==> src/sv/hts_pkg.sv <==
// Shared widths, constants and control types for the Huffman tree builder.
`default_nettype none

package hts_pkg;

    localparam int SYM_W       = 8;
    localparam int IN_WEIGHT_W = 24;
    localparam int WEIGHT_W    = 29;
    localparam int NODE_W      = SYM_W + WEIGHT_W;

    localparam logic [SYM_W-1:0] INTERNAL_MARK = 8'd36;

    // Control from the sequencer to the minimum-search unit.
    typedef struct packed {
        logic clear;
        logic valid;
    } t_min_ctl;

endpackage

`default_nettype wire

==> src/sv/hts_if.sv <==
// Valid/ready channel interfaces for the input pairs and the emitted tree nodes.
`default_nettype none

interface hts_in_if
    import hts_pkg::*;
();
    logic                   valid;
    logic                   ready;
    logic [SYM_W-1:0]       symbol;
    logic [IN_WEIGHT_W-1:0] weight;
    logic                   final_symbol;

    modport source (output valid, output symbol, output weight, output final_symbol,
                    input ready);
    modport sink   (input valid, input symbol, input weight, input final_symbol,
                    output ready);
endinterface

interface hts_out_if
    import hts_pkg::*;
();
    logic                valid;
    logic                ready;
    logic [SYM_W-1:0]    node_symbol;
    logic [WEIGHT_W-1:0] node_weight;
    logic                is_internal;
    logic                level_end;
    logic                tree_done;

    modport source (output valid, output node_symbol, output node_weight,
                    output is_internal, output level_end, output tree_done,
                    input ready);
    modport sink   (input valid, input node_symbol, input node_weight,
                    input is_internal, input level_end, input tree_done,
                    output ready);
endinterface

`default_nettype wire

==> src/sv/hts_ram.sv <==
// Generic single-write, single-read RAM with registered read data.
`default_nettype none

module hts_ram #(
    parameter int WIDTH  = 8,
    parameter int DEPTH  = 63,
    parameter int ADDR_W = 6
) (
    input  wire logic              i_clk,
    input  wire logic              i_we,
    input  wire logic [ADDR_W-1:0] i_waddr,
    input  wire logic [WIDTH-1:0]  i_wdata,
    input  wire logic              i_re,
    input  wire logic [ADDR_W-1:0] i_raddr,
    output logic      [WIDTH-1:0]  o_rdata
);

    logic [WIDTH-1:0] r_mem [DEPTH];

    always_ff @(posedge i_clk) begin
        if (i_we) begin
            r_mem[i_waddr] <= i_wdata;
        end
        if (i_re) begin
            o_rdata <= r_mem[i_raddr];
        end
    end

endmodule

`default_nettype wire

==> src/sv/hts_min_unit.sv <==
// Running search for the two lowest-weight nodes, lowest index winning ties.
`default_nettype none

module hts_min_unit
    import hts_pkg::*;
#(
    parameter int IDX_W = 6
) (
    input  wire logic                i_clk,
    input  wire logic                i_rst_n,
    input  wire t_min_ctl            i_ctl,
    input  wire logic [IDX_W-1:0]    i_idx,
    input  wire logic [WEIGHT_W-1:0] i_weight,
    output logic      [IDX_W-1:0]    o_first_idx,
    output logic      [WEIGHT_W-1:0] o_first_weight,
    output logic      [IDX_W-1:0]    o_second_idx,
    output logic      [WEIGHT_W-1:0] o_second_weight
);

    logic                r_have1;
    logic                r_have2;
    logic [IDX_W-1:0]    r_idx1;
    logic [IDX_W-1:0]    r_idx2;
    logic [WEIGHT_W-1:0] r_w1;
    logic [WEIGHT_W-1:0] r_w2;
    logic                beat_first;
    logic                beat_second;

    // Strict compares keep the earlier index on equal weights.
    assign beat_first  = !r_have1 || (i_weight < r_w1);
    assign beat_second = !r_have2 || (i_weight < r_w2);

    always_ff @(posedge i_clk) begin
        if (!i_rst_n || i_ctl.clear) begin
            r_have1 <= 1'b0;
            r_have2 <= 1'b0;
        end else if (i_ctl.valid) begin
            if (beat_first) begin
                r_have1 <= 1'b1;
                r_have2 <= r_have1;
            end else if (beat_second) begin
                r_have2 <= 1'b1;
            end
        end
    end

    always_ff @(posedge i_clk) begin
        if (i_ctl.valid && !i_ctl.clear) begin
            if (beat_first) begin
                r_idx2 <= r_idx1;
                r_w2   <= r_w1;
                r_idx1 <= i_idx;
                r_w1   <= i_weight;
            end else if (beat_second) begin
                r_idx2 <= i_idx;
                r_w2   <= i_weight;
            end
        end
    end

    assign o_first_idx     = r_idx1;
    assign o_first_weight  = r_w1;
    assign o_second_idx    = r_idx2;
    assign o_second_weight = r_w2;

endmodule

`default_nettype wire

==> src/sv/huffman_tree_builder_top.sv <==
// Huffman tree builder: loads leaves, merges them into a tree, emits it in level order.
//
// Input channel i_in carries (symbol, weight, final_symbol) beats. Each beat
// accepted while loading is stored as a leaf; beats beyond MAX_SYMBOLS leaves are
// dropped. A beat with final_symbol set closes the set and starts the build;
// ready stays low from then until the walk has loaded its last node for output.
// Build: each merge scans the node table once through the two-minimum unit,
// one node per cycle from the node RAM read port, then writes the merged node
// and its two child links.
// Walk: nodes leave on o_out in level order, left to right; each node index is
// read from the queue RAM, then its node and links, and its children are queued.
// level_end marks the last node of each level, tree_done the final node.
// A stall on o_out holds the output register and the walk waits on it; the
// last node may still sit in the output register while the next set loads.
// Reset (synchronous, active low) empties the table and returns to loading.
`default_nettype none

module huffman_tree_builder_top
    import hts_pkg::*;
#(
    parameter int MAX_SYMBOLS = 32
) (
    input  wire logic i_clk,
    input  wire logic i_rst_n,
    hts_in_if.sink    i_in,
    hts_out_if.source o_out
);

    localparam int NODE_DEPTH = 2 * MAX_SYMBOLS - 1;
    localparam int IDX_W      = $clog2(2 * MAX_SYMBOLS);
    localparam int LINK_W     = 2 * IDX_W;

    localparam logic [IDX_W-1:0] MAX_LEAVES = IDX_W'(MAX_SYMBOLS);
    localparam logic [IDX_W-1:0] ONE        = IDX_W'(1);

    localparam logic [3:0] ST_LOAD      = 4'd0;
    localparam logic [3:0] ST_SCAN_INIT = 4'd1;
    localparam logic [3:0] ST_SCAN      = 4'd2;
    localparam logic [3:0] ST_MERGE     = 4'd3;
    localparam logic [3:0] ST_W_INIT    = 4'd4;
    localparam logic [3:0] ST_W_RDQ     = 4'd5;
    localparam logic [3:0] ST_W_RDN     = 4'd6;
    localparam logic [3:0] ST_W_OUT     = 4'd7;
    localparam logic [3:0] ST_W_PUSH    = 4'd8;

    logic [3:0]            r_state,    n_state;
    logic [NODE_DEPTH-1:0] r_flags,    n_flags;
    logic [IDX_W-1:0]      r_count,    n_count;
    logic [IDX_W-1:0]      r_leaves,   n_leaves;
    logic [IDX_W-1:0]      r_live,     n_live;
    logic [IDX_W-1:0]      r_scan,     n_scan;
    logic                  r_pipe_vld, n_pipe_vld;
    logic [IDX_W-1:0]      r_pipe_idx, n_pipe_idx;
    logic [IDX_W-1:0]      r_head,     n_head;
    logic [IDX_W-1:0]      r_tail,     n_tail;
    logic [IDX_W-1:0]      r_lvl,      n_lvl;
    logic [IDX_W-1:0]      r_idx,      n_idx;
    logic                  r_out_vld;

    logic [SYM_W-1:0]      r_out_sym;
    logic [WEIGHT_W-1:0]   r_out_weight;
    logic                  r_out_int;
    logic                  r_out_lvl_end;
    logic                  r_out_done;

    logic                  in_beat;
    logic                  out_free;
    logic                  out_load;
    logic                  out_level_end;
    logic                  out_last;
    logic                  node_internal;

    logic                  node_we;
    logic [IDX_W-1:0]      node_waddr;
    logic [NODE_W-1:0]     node_wdata;
    logic                  node_re;
    logic [IDX_W-1:0]      node_raddr;
    logic [NODE_W-1:0]     node_rdata;

    logic                  link_we;
    logic [LINK_W-1:0]     link_wdata;
    logic                  link_re;
    logic [LINK_W-1:0]     link_rdata;

    logic                  q_we;
    logic [IDX_W-1:0]      q_waddr;
    logic [IDX_W-1:0]      q_wdata;
    logic                  q_re;
    logic [IDX_W-1:0]      q_rdata;

    t_min_ctl              min_ctl;
    logic [IDX_W-1:0]      min_a;
    logic [IDX_W-1:0]      min_b;
    logic [WEIGHT_W-1:0]   min_wa;
    logic [WEIGHT_W-1:0]   min_wb;

    assign i_in.ready    = (r_state == ST_LOAD);
    assign in_beat       = i_in.valid && i_in.ready;
    assign out_free      = !r_out_vld || o_out.ready;
    assign node_internal = (r_idx >= r_leaves);

    always_comb begin
        n_state    = r_state;
        n_flags    = r_flags;
        n_count    = r_count;
        n_leaves   = r_leaves;
        n_live     = r_live;
        n_scan     = r_scan;
        n_pipe_vld = 1'b0;
        n_pipe_idx = r_pipe_idx;
        n_head     = r_head;
        n_tail     = r_tail;
        n_lvl      = r_lvl;
        n_idx      = r_idx;

        node_we    = 1'b0;
        node_waddr = r_count;
        node_wdata = {i_in.symbol, WEIGHT_W'(i_in.weight)};
        node_re    = 1'b0;
        node_raddr = r_scan;
        link_we    = 1'b0;
        link_wdata = {min_a, min_b};
        link_re    = 1'b0;
        q_we       = 1'b0;
        q_waddr    = r_tail;
        q_wdata    = link_rdata[LINK_W-1:IDX_W];
        q_re       = 1'b0;

        min_ctl.clear = 1'b0;
        min_ctl.valid = r_pipe_vld && r_flags[r_pipe_idx];

        out_load      = 1'b0;
        out_level_end = (r_lvl == ONE);
        out_last      = !node_internal && ((r_head + ONE) == r_tail);

        case (r_state)
            ST_LOAD: begin
                if (in_beat) begin
                    if (r_count < MAX_LEAVES) begin
                        node_we          = 1'b1;
                        n_flags[r_count] = 1'b1;
                        n_count          = r_count + ONE;
                    end
                    if (i_in.final_symbol) begin
                        n_leaves = n_count;
                        n_live   = n_count;
                        n_state  = ST_SCAN_INIT;
                    end
                end
            end
            ST_SCAN_INIT: begin
                if (r_live > ONE) begin
                    n_scan        = '0;
                    min_ctl.clear = 1'b1;
                    n_state       = ST_SCAN;
                end else begin
                    n_state = ST_W_INIT;
                end
            end
            ST_SCAN: begin
                if (r_scan != r_count) begin
                    node_re    = 1'b1;
                    n_pipe_vld = 1'b1;
                    n_pipe_idx = r_scan;
                    n_scan     = r_scan + ONE;
                end else if (!r_pipe_vld) begin
                    n_state = ST_MERGE;
                end
            end
            ST_MERGE: begin
                node_we          = 1'b1;
                node_wdata       = {INTERNAL_MARK, min_wa + min_wb};
                link_we          = 1'b1;
                n_flags[min_a]   = 1'b0;
                n_flags[min_b]   = 1'b0;
                n_flags[r_count] = 1'b1;
                n_count          = r_count + ONE;
                n_live           = r_live - ONE;
                n_state          = ST_SCAN_INIT;
            end
            ST_W_INIT: begin
                // Seed the queue with the root.
                q_we    = 1'b1;
                q_waddr = '0;
                q_wdata = r_count - ONE;
                n_head  = '0;
                n_tail  = ONE;
                n_lvl   = '0;
                n_state = ST_W_RDQ;
            end
            ST_W_RDQ: begin
                if (r_head == r_tail) begin
                    n_flags = '0;
                    n_count = '0;
                    n_state = ST_LOAD;
                end else begin
                    if (r_lvl == '0) begin
                        n_lvl = r_tail - r_head;
                    end
                    q_re    = 1'b1;
                    n_state = ST_W_RDN;
                end
            end
            ST_W_RDN: begin
                n_idx      = q_rdata;
                node_re    = 1'b1;
                node_raddr = q_rdata;
                link_re    = 1'b1;
                n_state    = ST_W_OUT;
            end
            ST_W_OUT: begin
                // Hold until the output register can take the beat.
                if (out_free) begin
                    out_load = 1'b1;
                    n_head   = r_head + ONE;
                    n_lvl    = r_lvl - ONE;
                    if (node_internal) begin
                        q_we    = 1'b1;
                        n_tail  = r_tail + ONE;
                        n_state = ST_W_PUSH;
                    end else begin
                        n_state = ST_W_RDQ;
                    end
                end
            end
            ST_W_PUSH: begin
                q_we    = 1'b1;
                q_wdata = link_rdata[IDX_W-1:0];
                n_tail  = r_tail + ONE;
                n_state = ST_W_RDQ;
            end
            default: begin
                n_state = ST_LOAD;
            end
        endcase
    end

    always_ff @(posedge i_clk) begin
        if (!i_rst_n) begin
            r_state    <= ST_LOAD;
            r_flags    <= '0;
            r_count    <= '0;
            r_leaves   <= '0;
            r_live     <= '0;
            r_scan     <= '0;
            r_pipe_vld <= 1'b0;
            r_head     <= '0;
            r_tail     <= '0;
            r_lvl      <= '0;
            r_out_vld  <= 1'b0;
        end else begin
            r_state    <= n_state;
            r_flags    <= n_flags;
            r_count    <= n_count;
            r_leaves   <= n_leaves;
            r_live     <= n_live;
            r_scan     <= n_scan;
            r_pipe_vld <= n_pipe_vld;
            r_head     <= n_head;
            r_tail     <= n_tail;
            r_lvl      <= n_lvl;
            if (out_load) begin
                r_out_vld <= 1'b1;
            end else if (o_out.ready) begin
                r_out_vld <= 1'b0;
            end
        end
    end

    always_ff @(posedge i_clk) begin
        r_pipe_idx <= n_pipe_idx;
        r_idx      <= n_idx;
        if (out_load) begin
            r_out_sym     <= node_rdata[NODE_W-1:WEIGHT_W];
            r_out_weight  <= node_rdata[WEIGHT_W-1:0];
            r_out_int     <= node_internal;
            r_out_lvl_end <= out_level_end;
            r_out_done    <= out_last;
        end
    end

    assign o_out.valid       = r_out_vld;
    assign o_out.node_symbol = r_out_sym;
    assign o_out.node_weight = r_out_weight;
    assign o_out.is_internal = r_out_int;
    assign o_out.level_end   = r_out_lvl_end;
    assign o_out.tree_done   = r_out_done;

    hts_min_unit #(
        .IDX_W (IDX_W)
    ) u_min (
        .i_clk           (i_clk),
        .i_rst_n         (i_rst_n),
        .i_ctl           (min_ctl),
        .i_idx           (r_pipe_idx),
        .i_weight        (node_rdata[WEIGHT_W-1:0]),
        .o_first_idx     (min_a),
        .o_first_weight  (min_wa),
        .o_second_idx    (min_b),
        .o_second_weight (min_wb)
    );

    hts_ram #(
        .WIDTH  (NODE_W),
        .DEPTH  (NODE_DEPTH),
        .ADDR_W (IDX_W)
    ) u_node_ram (
        .i_clk   (i_clk),
        .i_we    (node_we),
        .i_waddr (node_waddr),
        .i_wdata (node_wdata),
        .i_re    (node_re),
        .i_raddr (node_raddr),
        .o_rdata (node_rdata)
    );

    hts_ram #(
        .WIDTH  (LINK_W),
        .DEPTH  (NODE_DEPTH),
        .ADDR_W (IDX_W)
    ) u_link_ram (
        .i_clk   (i_clk),
        .i_we    (link_we),
        .i_waddr (r_count),
        .i_wdata (link_wdata),
        .i_re    (link_re),
        .i_raddr (q_rdata),
        .o_rdata (link_rdata)
    );

    hts_ram #(
        .WIDTH  (IDX_W),
        .DEPTH  (NODE_DEPTH),
        .ADDR_W (IDX_W)
    ) u_queue_ram (
        .i_clk   (i_clk),
        .i_we    (q_we),
        .i_waddr (q_waddr),
        .i_wdata (q_wdata),
        .i_re    (q_re),
        .i_raddr (r_head),
        .o_rdata (q_rdata)
    );

endmodule

`default_nettype wire

==> src/flat_wrapper.sv <==
// flat-port wrapper written by rule: the top's interface ports become plain ports
module huffman_tree_builder_top_flat import hts_pkg::*;
#(
    parameter int MAX_SYMBOLS = 32
)
  (i_clk, i_rst_n, i_in_valid, i_in_symbol, i_in_weight, i_in_final_symbol, i_in_ready, o_out_valid, o_out_node_symbol, o_out_node_weight, o_out_is_internal, o_out_level_end, o_out_tree_done, o_out_ready);
  hts_in_if i_in_i ();
  hts_out_if o_out_i ();
  input  wire logic i_clk;
  input  wire logic i_rst_n;
  input wire logic [$bits(i_in_i.valid)-1:0] i_in_valid;
  input wire logic [$bits(i_in_i.symbol)-1:0] i_in_symbol;
  input wire logic [$bits(i_in_i.weight)-1:0] i_in_weight;
  input wire logic [$bits(i_in_i.final_symbol)-1:0] i_in_final_symbol;
  output wire logic [$bits(i_in_i.ready)-1:0] i_in_ready;
  output wire logic [$bits(o_out_i.valid)-1:0] o_out_valid;
  output wire logic [$bits(o_out_i.node_symbol)-1:0] o_out_node_symbol;
  output wire logic [$bits(o_out_i.node_weight)-1:0] o_out_node_weight;
  output wire logic [$bits(o_out_i.is_internal)-1:0] o_out_is_internal;
  output wire logic [$bits(o_out_i.level_end)-1:0] o_out_level_end;
  output wire logic [$bits(o_out_i.tree_done)-1:0] o_out_tree_done;
  input wire logic [$bits(o_out_i.ready)-1:0] o_out_ready;
  assign i_in_i.valid = i_in_valid;
  assign i_in_i.symbol = i_in_symbol;
  assign i_in_i.weight = i_in_weight;
  assign i_in_i.final_symbol = i_in_final_symbol;
  assign i_in_ready = i_in_i.ready;
  assign o_out_valid = o_out_i.valid;
  assign o_out_node_symbol = o_out_i.node_symbol;
  assign o_out_node_weight = o_out_i.node_weight;
  assign o_out_is_internal = o_out_i.is_internal;
  assign o_out_level_end = o_out_i.level_end;
  assign o_out_tree_done = o_out_i.tree_done;
  assign o_out_i.ready = o_out_ready;
  huffman_tree_builder_top #(.MAX_SYMBOLS(MAX_SYMBOLS)) u_core (.i_clk(i_clk), .i_rst_n(i_rst_n), .i_in(i_in_i), .o_out(o_out_i));
endmodule
==> config.mk <==
export PLATFORM = sky130hd
export DESIGN_NAME = huffman_tree_builder_top_flat
export DESIGN_NICKNAME = d
export VERILOG_FILES = /design/src/sv/hts_pkg.sv /design/src/sv/hts_if.sv /design/src/sv/hts_ram.sv /design/src/sv/hts_min_unit.sv /design/src/sv/huffman_tree_builder_top.sv /design/src/flat_wrapper.sv
export SDC_FILE = /design/constraint.sdc
export NUM_CORES = 2
export LEC_CHECK = 0
export BUFFER_PORTS_ARGS = -buffer_cell sky130_fd_sc_hd__buf_4
export CORE_UTILIZATION = 57
export CTS_CLUSTER_SIZE = 12
export DETAILED_ROUTE_END_ITERATION = 10
export PLACE_DENSITY = 0.74
export SLEW_MARGIN = 5
export SYNTH_ARGS = -nofsm -noshare
export SYNTH_HDL_FRONTEND = slang
export SYNTH_HIERARCHICAL = 1
export SYNTH_SLANG_ARGS = --single-unit
==> constraint.sdc <==
create_clock -name i_clk -period 5 [get_ports i_clk]
set_input_delay 0.25 -clock i_clk [delete_from_list [all_inputs] [get_ports i_clk]]
set_output_delay 0.25 -clock i_clk [all_outputs]
set_load 0.01 [all_outputs]
# Word-level counts from Yosys, hierarchy flattened

Memories as Yosys holds them, arrays and structs flattened. A register that Yosys moved wholly into a read port is not among the register bits.
Cells that the tools add are included.

Logic and storage cells: 195
Latch bits: 0
Memories: 3
ROM bits: 0
Bits in registers: 235
Input port bits: 37
RAM bits: 3465

Reduce and logical (&&, ||, !) cells: 43
Mux-type cells: 74
Multiply operators: 0
Shift operators: 0
Order comparisons: 12
Eq/ne operators: 24
$add $sub $neg: 9
Divide/modulo/power cells: 0
Bitwise logic cells: 6

Memory list:

| name                     | depth | width | read ports | clocked after Yosys merged registers in | write ports | line          | text |
|---|---|---|---|---|---|---|---|
| u_core.u_node_ram.r_mem  | 63    | 37    | 1          | 1                                       | 1           | hts_ram.sv:18 | `logic [WIDTH-1:0] r_mem [DEPTH];` |
| u_core.u_link_ram.r_mem  | 63    | 12    | 1          | 1                                       | 1           | hts_ram.sv:18 |  |
| u_core.u_queue_ram.r_mem | 63    | 6     | 1          | 1                                       | 1           | hts_ram.sv:18 |  |

Operators with widths:

| kind                                                                         | count |
|---|---|
| 63-bit 2-to-1 mux                                                            | 3 |
| 63-bit one-hot mux with 3 select lines                                       | 1 |
| 63-bit bitwise AND                                                           | 2 |
| 63-bit inverter                                                              | 2 |
| 63-bit bitwise OR                                                            | 2 |
| 6-bit 2-to-1 mux                                                             | 17 |
| 29-bit less-than comparator                                                  | 2 |
| 29-bit 2-to-1 mux                                                            | 2 |
| 6-bit one-hot mux with 3 select lines                                        | 3 |
| 6-bit one-hot mux with 2 select lines                                        | 4 |
| 37-bit 2-to-1 mux                                                            | 1 |
| 4-bit one-hot mux with 8 select lines                                        | 1 |
| 29-bit adder                                                                 | 1 |
| 6-bit by 7-bit less-than comparator with 1-bit output, second input constant | 4 |
| 1-bit 2-to-1 mux                                                             | 27 |
| 6-bit by 1-bit adder with 6-bit output, second input constant                | 4 |
| 4-bit 2-to-1 mux                                                             | 6 |
| 1-bit demux with 6-bit select                                                | 3 |
| 6-bit by 1-bit >= comparator with 1-bit output, second input constant        | 3 |
| 6-bit by 1-bit subtractor with 6-bit output, second input constant           | 3 |
| 4-bit by 3-bit == test with 1-bit output, second input constant              | 4 |
| 3-bit AND reduction                                                          | 5 |
| 2-bit AND reduction                                                          | 7 |
| 6-bit == test                                                                | 2 |
| other kinds (24)                                                             | 59 |

# Longest topological paths before layout

Depth in word-level cells: 9
Gate-level depth with buffers: 14
Depth with buffers taken out: 11

# Hierarchy

Netlist, hierarchy kept.

Modules (own cells, without submodules):

| module                       | cells an instance | sequential area each (um^2) | area an instance (um^2) | instances |
|---|---|---|---|---|
| hts_ram (u_core.u_node_ram)  | 4069              | 71108.2                     | 91162.4                 | 1 |
| hts_ram (u_core.u_link_ram)  | 1417              | 23062.1                     | 29702.2                 | 1 |
| hts_ram (u_core.u_queue_ram) | 740               | 11531.1                     | 15107.0                 | 1 |
| huffman_tree_builder_top     | 1307              | 3783.6                      | 10894.2                 | 1 |
| hts_min_unit                 | 317               | 2142.1                      | 4194.0                  | 1 |

# Least setup slack after synthesis

Ideal clock, no wire load.

Path type: register -> register
Start point: register u_core.u_min.r_w1[0], in the netlist u_core/u_min/o_first_weight[0]
End point: memory u_core/u_node_ram/r_mem[0][20] (netlist name), data pin
Arrival: 4.596 ns
Setup slack: -0.290 ns
Cell stages (with the launch flop): 9
Clock period less this slack: 5.290 ns
Setup time: 0.694 ns
Path through: edfxtp_1 -> ha_1 -> fa_1 -> a21o_1 -> a221oi_2 -> o221a_2 -> o21ai_0 -> xnor2_1 -> o21ai_0

Word-level cells in the longest chain between the ends: 2

RTL lines:

| element                         | line                            | text |
|---|---|---|
| from (decl)                     | hts_min_unit.sv:24              | `logic [WEIGHT_W-1:0] r_w1;` |
| from (signal assigned)          | hts_min_unit.sv:53              | `r_w1 <= i_weight;` |
| 29-bit adder                    | huffman_tree_builder_top.sv:172 | `node_wdata = {INTERNAL_MARK, min_wa + min_wb};` |
| 37-bit 2-to-1 mux               | huffman_tree_builder_top.sv:136 | `case (r_state)` |
| named net u_core.node_wdata[20] | huffman_tree_builder_top.sv:75  | `logic [NODE_W-1:0] node_wdata;` |
| to (decl)                       | hts_ram.sv:18                   |  |

The timed path passes the listed nets, and every way through them passes these cells.

# Worst setup path after layout

Start point: register u_core.r_state[2]
End point: register u_core.u_node_ram.o_rdata[11] (read register of u_core.u_node_ram.r_mem), data pin

Word-level cells in the longest chain between the ends: 2
Elaborated cells on any way between the ends: 4
Those cells by class: eq/ne (2); mux (2)

RTL lines:

| element                                  | line                            | text |
|---|---|---|
| from (decl)                              | huffman_tree_builder_top.sv:46  | `logic [3:0] r_state, n_state;` |
| from (signal assigned)                   | huffman_tree_builder_top.sv:252 | `r_state <= n_state;` |
| 4-bit by 3-bit == test with 1-bit output | huffman_tree_builder_top.sv:136 |  |
| 6-bit 2-to-1 mux                         | huffman_tree_builder_top.sv:136 |  |
| named net u_core.node_raddr[5]           | huffman_tree_builder_top.sv:77  | `logic [IDX_W-1:0] node_raddr;` |
| to (decl)                                | hts_ram.sv:15                   | `output logic [WIDTH-1:0] o_rdata` |

The timed path passes the listed nets, and every way through them passes these cells.
A chain may end at the register's enable or synchronous reset.

==> reports/metrics.cfg <==
[worst_setup_path]
start_kind = flip-flop
crit_family = simple AND/OR/NAND/NOR gates
reg2reg_depth = 9
crit_arrival_ns = 5.43
crit_buf_inv = 2
worstPathRequired_ns = 5.61
worstReg2RegStart = u_core/r_state[2]
r2r-end = u_core/u_node_ram/o_rdata[11]
slowest_stage = nor2_2
critPathCaptureType = flip-flop
cp_cell_sequence = nand2_1 -> nor3_4 -> buf_4 -> mux2_2 -> inv_1 -> nor2_2 -> a221oi_1 -> a211oi_1 -> nor3_1
critical_path.max_stage_delay_ns = 0.86
crit_type = reg -> reg
crit_path_max_fanout = 14
r2r_setup_slack_ns = 0.18

[clock_tree]
numCtsBuffers = 380
root_buffer = clkbuf_16
clkTransAtPathRegs_ns = 0.06
clk_path_buf_depth = 4
h-tree-depth = 5
cts_sinks = 3755
worstSkewPairLatency_ns = 0.89
cts_tree = built

[synth]
ys_seq_elements = 3755
async_reset_ff_frac = 0
synth_area_per_cell_um2 = 19.2
synth-edff-count = 3642
yosysSeqAreaShare = 0.739
synth_cell_types = 97
synth_top_area_frac = 0.724
synthesis.nets = 7995
yosys-top-cells-area = edfxtp_1 72%, mux4_2 11%, mux2i_1 2.9%
ys.warnings.count = 6
syn_inst = 7850
yosysTopAreaCell = edfxtp_1
synth-main-ff-cell = edfxtp_1
netlist_area_um2 = 151000

[global_route]
antenna_found_initial = 21
grt_pass1_wl_um = 562000
grt_max_degree = 102
grtUsageTotal = 0.296
grt_pass1_vias = 80000
gr-total-overflow = 0

[sta]
fin_ws_ns = 0.176
timing.final.crit_share = 0.965
worst_pin_slew_ns = 1.33
hold_viol_final = 0
max_freq_ghz = 0.207
min_period_ns = 4.82
finClkSkew_ns = 0.0723
setup_viol = 0
relSlewSlack = 0.115
rsz0062_at_grt = no
slew_viol_final = 0
setup_tns_ns = 0

[routing]
dr.pass1.iters = 6
wl_um = 396000
vias = 81200
drcViolationCount = 0
wl_per_cell_um = 33.0
viasPerCell = 6.77
postRouteAntennaNets = 0
drtIter0Drc = 11400

[floorplan]
dieArea_um2 = 267000
core_area_um2 = 263000
die_w_um = 517
initial_core_util = 0.574
num_rows = 188
io-pin-count = 79
die_y_um = 517

[placed_design]
place_ws_ns = 0.182
portBuffers = 78
place_congestion = 0.922
dp_hpwl_um = 231000

[finish]
drive_above_1_share = 0.225
fin_util = 0.643
mostFrequentLayoutCells = 3642 x edfxtp_1, 761 x mux4_2, 445 x mux2i_1
nets = 8372
syn2layout_area_growth_pct = 11.9
layout_commonest_cell = edfxtp_1

[min_path]
hold_end = u_core/u_node_ram/r_mem[50][23]
hp-class = in -> reg
hold_depth = 3
worstHoldStart = i_in_weight[23]

[pwr]
p_leak_nw = 52.5
irDropWorstVdd_uv = 423
power_density_nw_per_um2 = 399
p_total_w = 0.0675

[run_status]
status = completed

[job]
max_cap_viol_count = 0

## worst register-to-register path, delay by kind of cell (launching register included)
kind | cells | cell delay, ns
multiplexers | 1 | 0.46
AND/OR/NAND/NOR | 4 | 1.56
AO/OA/AOI/OAI | 2 | 1.20
flip-flops | 1 | 0.62
buffers and inverters | 2 | 0.72
## layout make-up
class / count / area, µm²
Sequential cell: 3755 / 112000
Clock buffer: 508 / 10100
Multi-Input combinational cell: 3541 / 37300
Timing Repair Buffer: 439 / 4310
Fill cell: 17200 / 93900
Inverter: 110 / 415
Tap cell: 3515 / 4400
Clock inverter: 93 / 729
Antenna cell: 36 / 90.1
## through the flow
| stage | cells | cell area (µm²) | hold WS [ns] |
|---|---|---|---|
| final | 12000 | 169000 | 0.0891 |
| after global routing | 12000 | 169000 | 0.0627 |
| after CTS | 12000 | 169000 | 0.000695 |
| after detailed placement | 11400 | 158000 | 0.416 |
| after global placement | 11400 | 158000 | 0.415 |
| after floorplan | 7850 | 151000 | 0.400 |
## sequential cells by signal, indices dropped and copies added, names as in the netlist, 8 cells and up
signal,cells
u_core/u_node_ram/r_mem,2331
u_core/u_link_ram/r_mem,756
u_core/u_queue_ram/r_mem,378
u_core/r_flags,63
u_core/u_node_ram/o_rdata,37
u_core/o_out.node_weight,29
u_core/u_min/o_first_weight,29
u_core/u_min/o_second_weight,29
u_core/u_link_ram/o_rdata,12
u_core/o_out.node_symbol,8
## power by group
group | switching (W) | internal [W]
Clock | 0.0113 | 0.0144
Sequential | 0.000400 | 0.0353
Combinational | 0.00384 | 0.00226
Total | 0.0156 | 0.0519
## Yosys cell counts, types with 51 or more instances
master	count
a211oi_1	56
a21oi_1	297
buf_2	124
buf_4	58
clkbuf_1	168
dfxtp_1	113
edfxtp_1	3642
ha_1	106
inv_1	104
mux2_2	62
mux2i_1	445
mux4_2	761
nand2_1	329
nand3_1	51
nor2_1	340
nor2b_1	64
nor3_1	62
o21ai_0	133
o21ai_1	64
o22ai_1	148
## kinds of logic (layout without fill, tap and decap cells)
group | count (synthesis) | after routing | synth area share
buf+inv | 554 | 1150 | 0.0198
other cells | 0 | 36 | 0
xor+xnor | 57 | 57 | 0.00330
fa+ha+maj | 108 | 108 | 0.00904
mux | 1312 | 1312 | 0.153
flops | 3755 | 3755 | 0.739
compound gates | 1000 | 1000 | 0.0426
simple gates | 1064 | 1064 | 0.0332
## worst max path at each step
stage | depth (start not counted) | end | start
after floorplan | 8 | u_core/u_node_ram/r_mem[0][19] | u_core/u_min/o_first_weight[4]
final | 9 | u_core/u_node_ram/o_rdata[11] | u_core/r_state[2]
after detailed placement | 8 | u_core/u_node_ram/o_rdata[15] | u_core/r_state[2]
after global placement | 8 | u_core/u_node_ram/o_rdata[15] | u_core/r_state[2]
after global routing | 9 | u_core/u_node_ram/o_rdata[5] | u_core/r_state[1]
after CTS | 8 | u_core/u_node_ram/o_rdata[15] | u_core/r_state[2]
## timing repair
action | 4_1_cts | 5_1_grt
buffers inserted | 0 | 0
setup endpoints to repair | 0 | 2
resized for setup | 0 | 2
endpoints found under the hold margin | 33 | 0
hold buffers | 4 | 0
## per-layer routing
metal | wire (µm) | part of all wire | up-vias | global-route usage
met1 | 147000 | 0.37 | 42100 | 0.407
li1 | - | - | 32800 | -
met3 | 43700 | 0.11 | 930 | 0.0602
met2 | 186000 | 0.47 | 5410 | 0.464
met5 | 80 | 0.00020 | - | 0
met4 | 19000 | 0.048 | 12 | 0.130
Note: power is estimated with default switching activity, not from simulation.
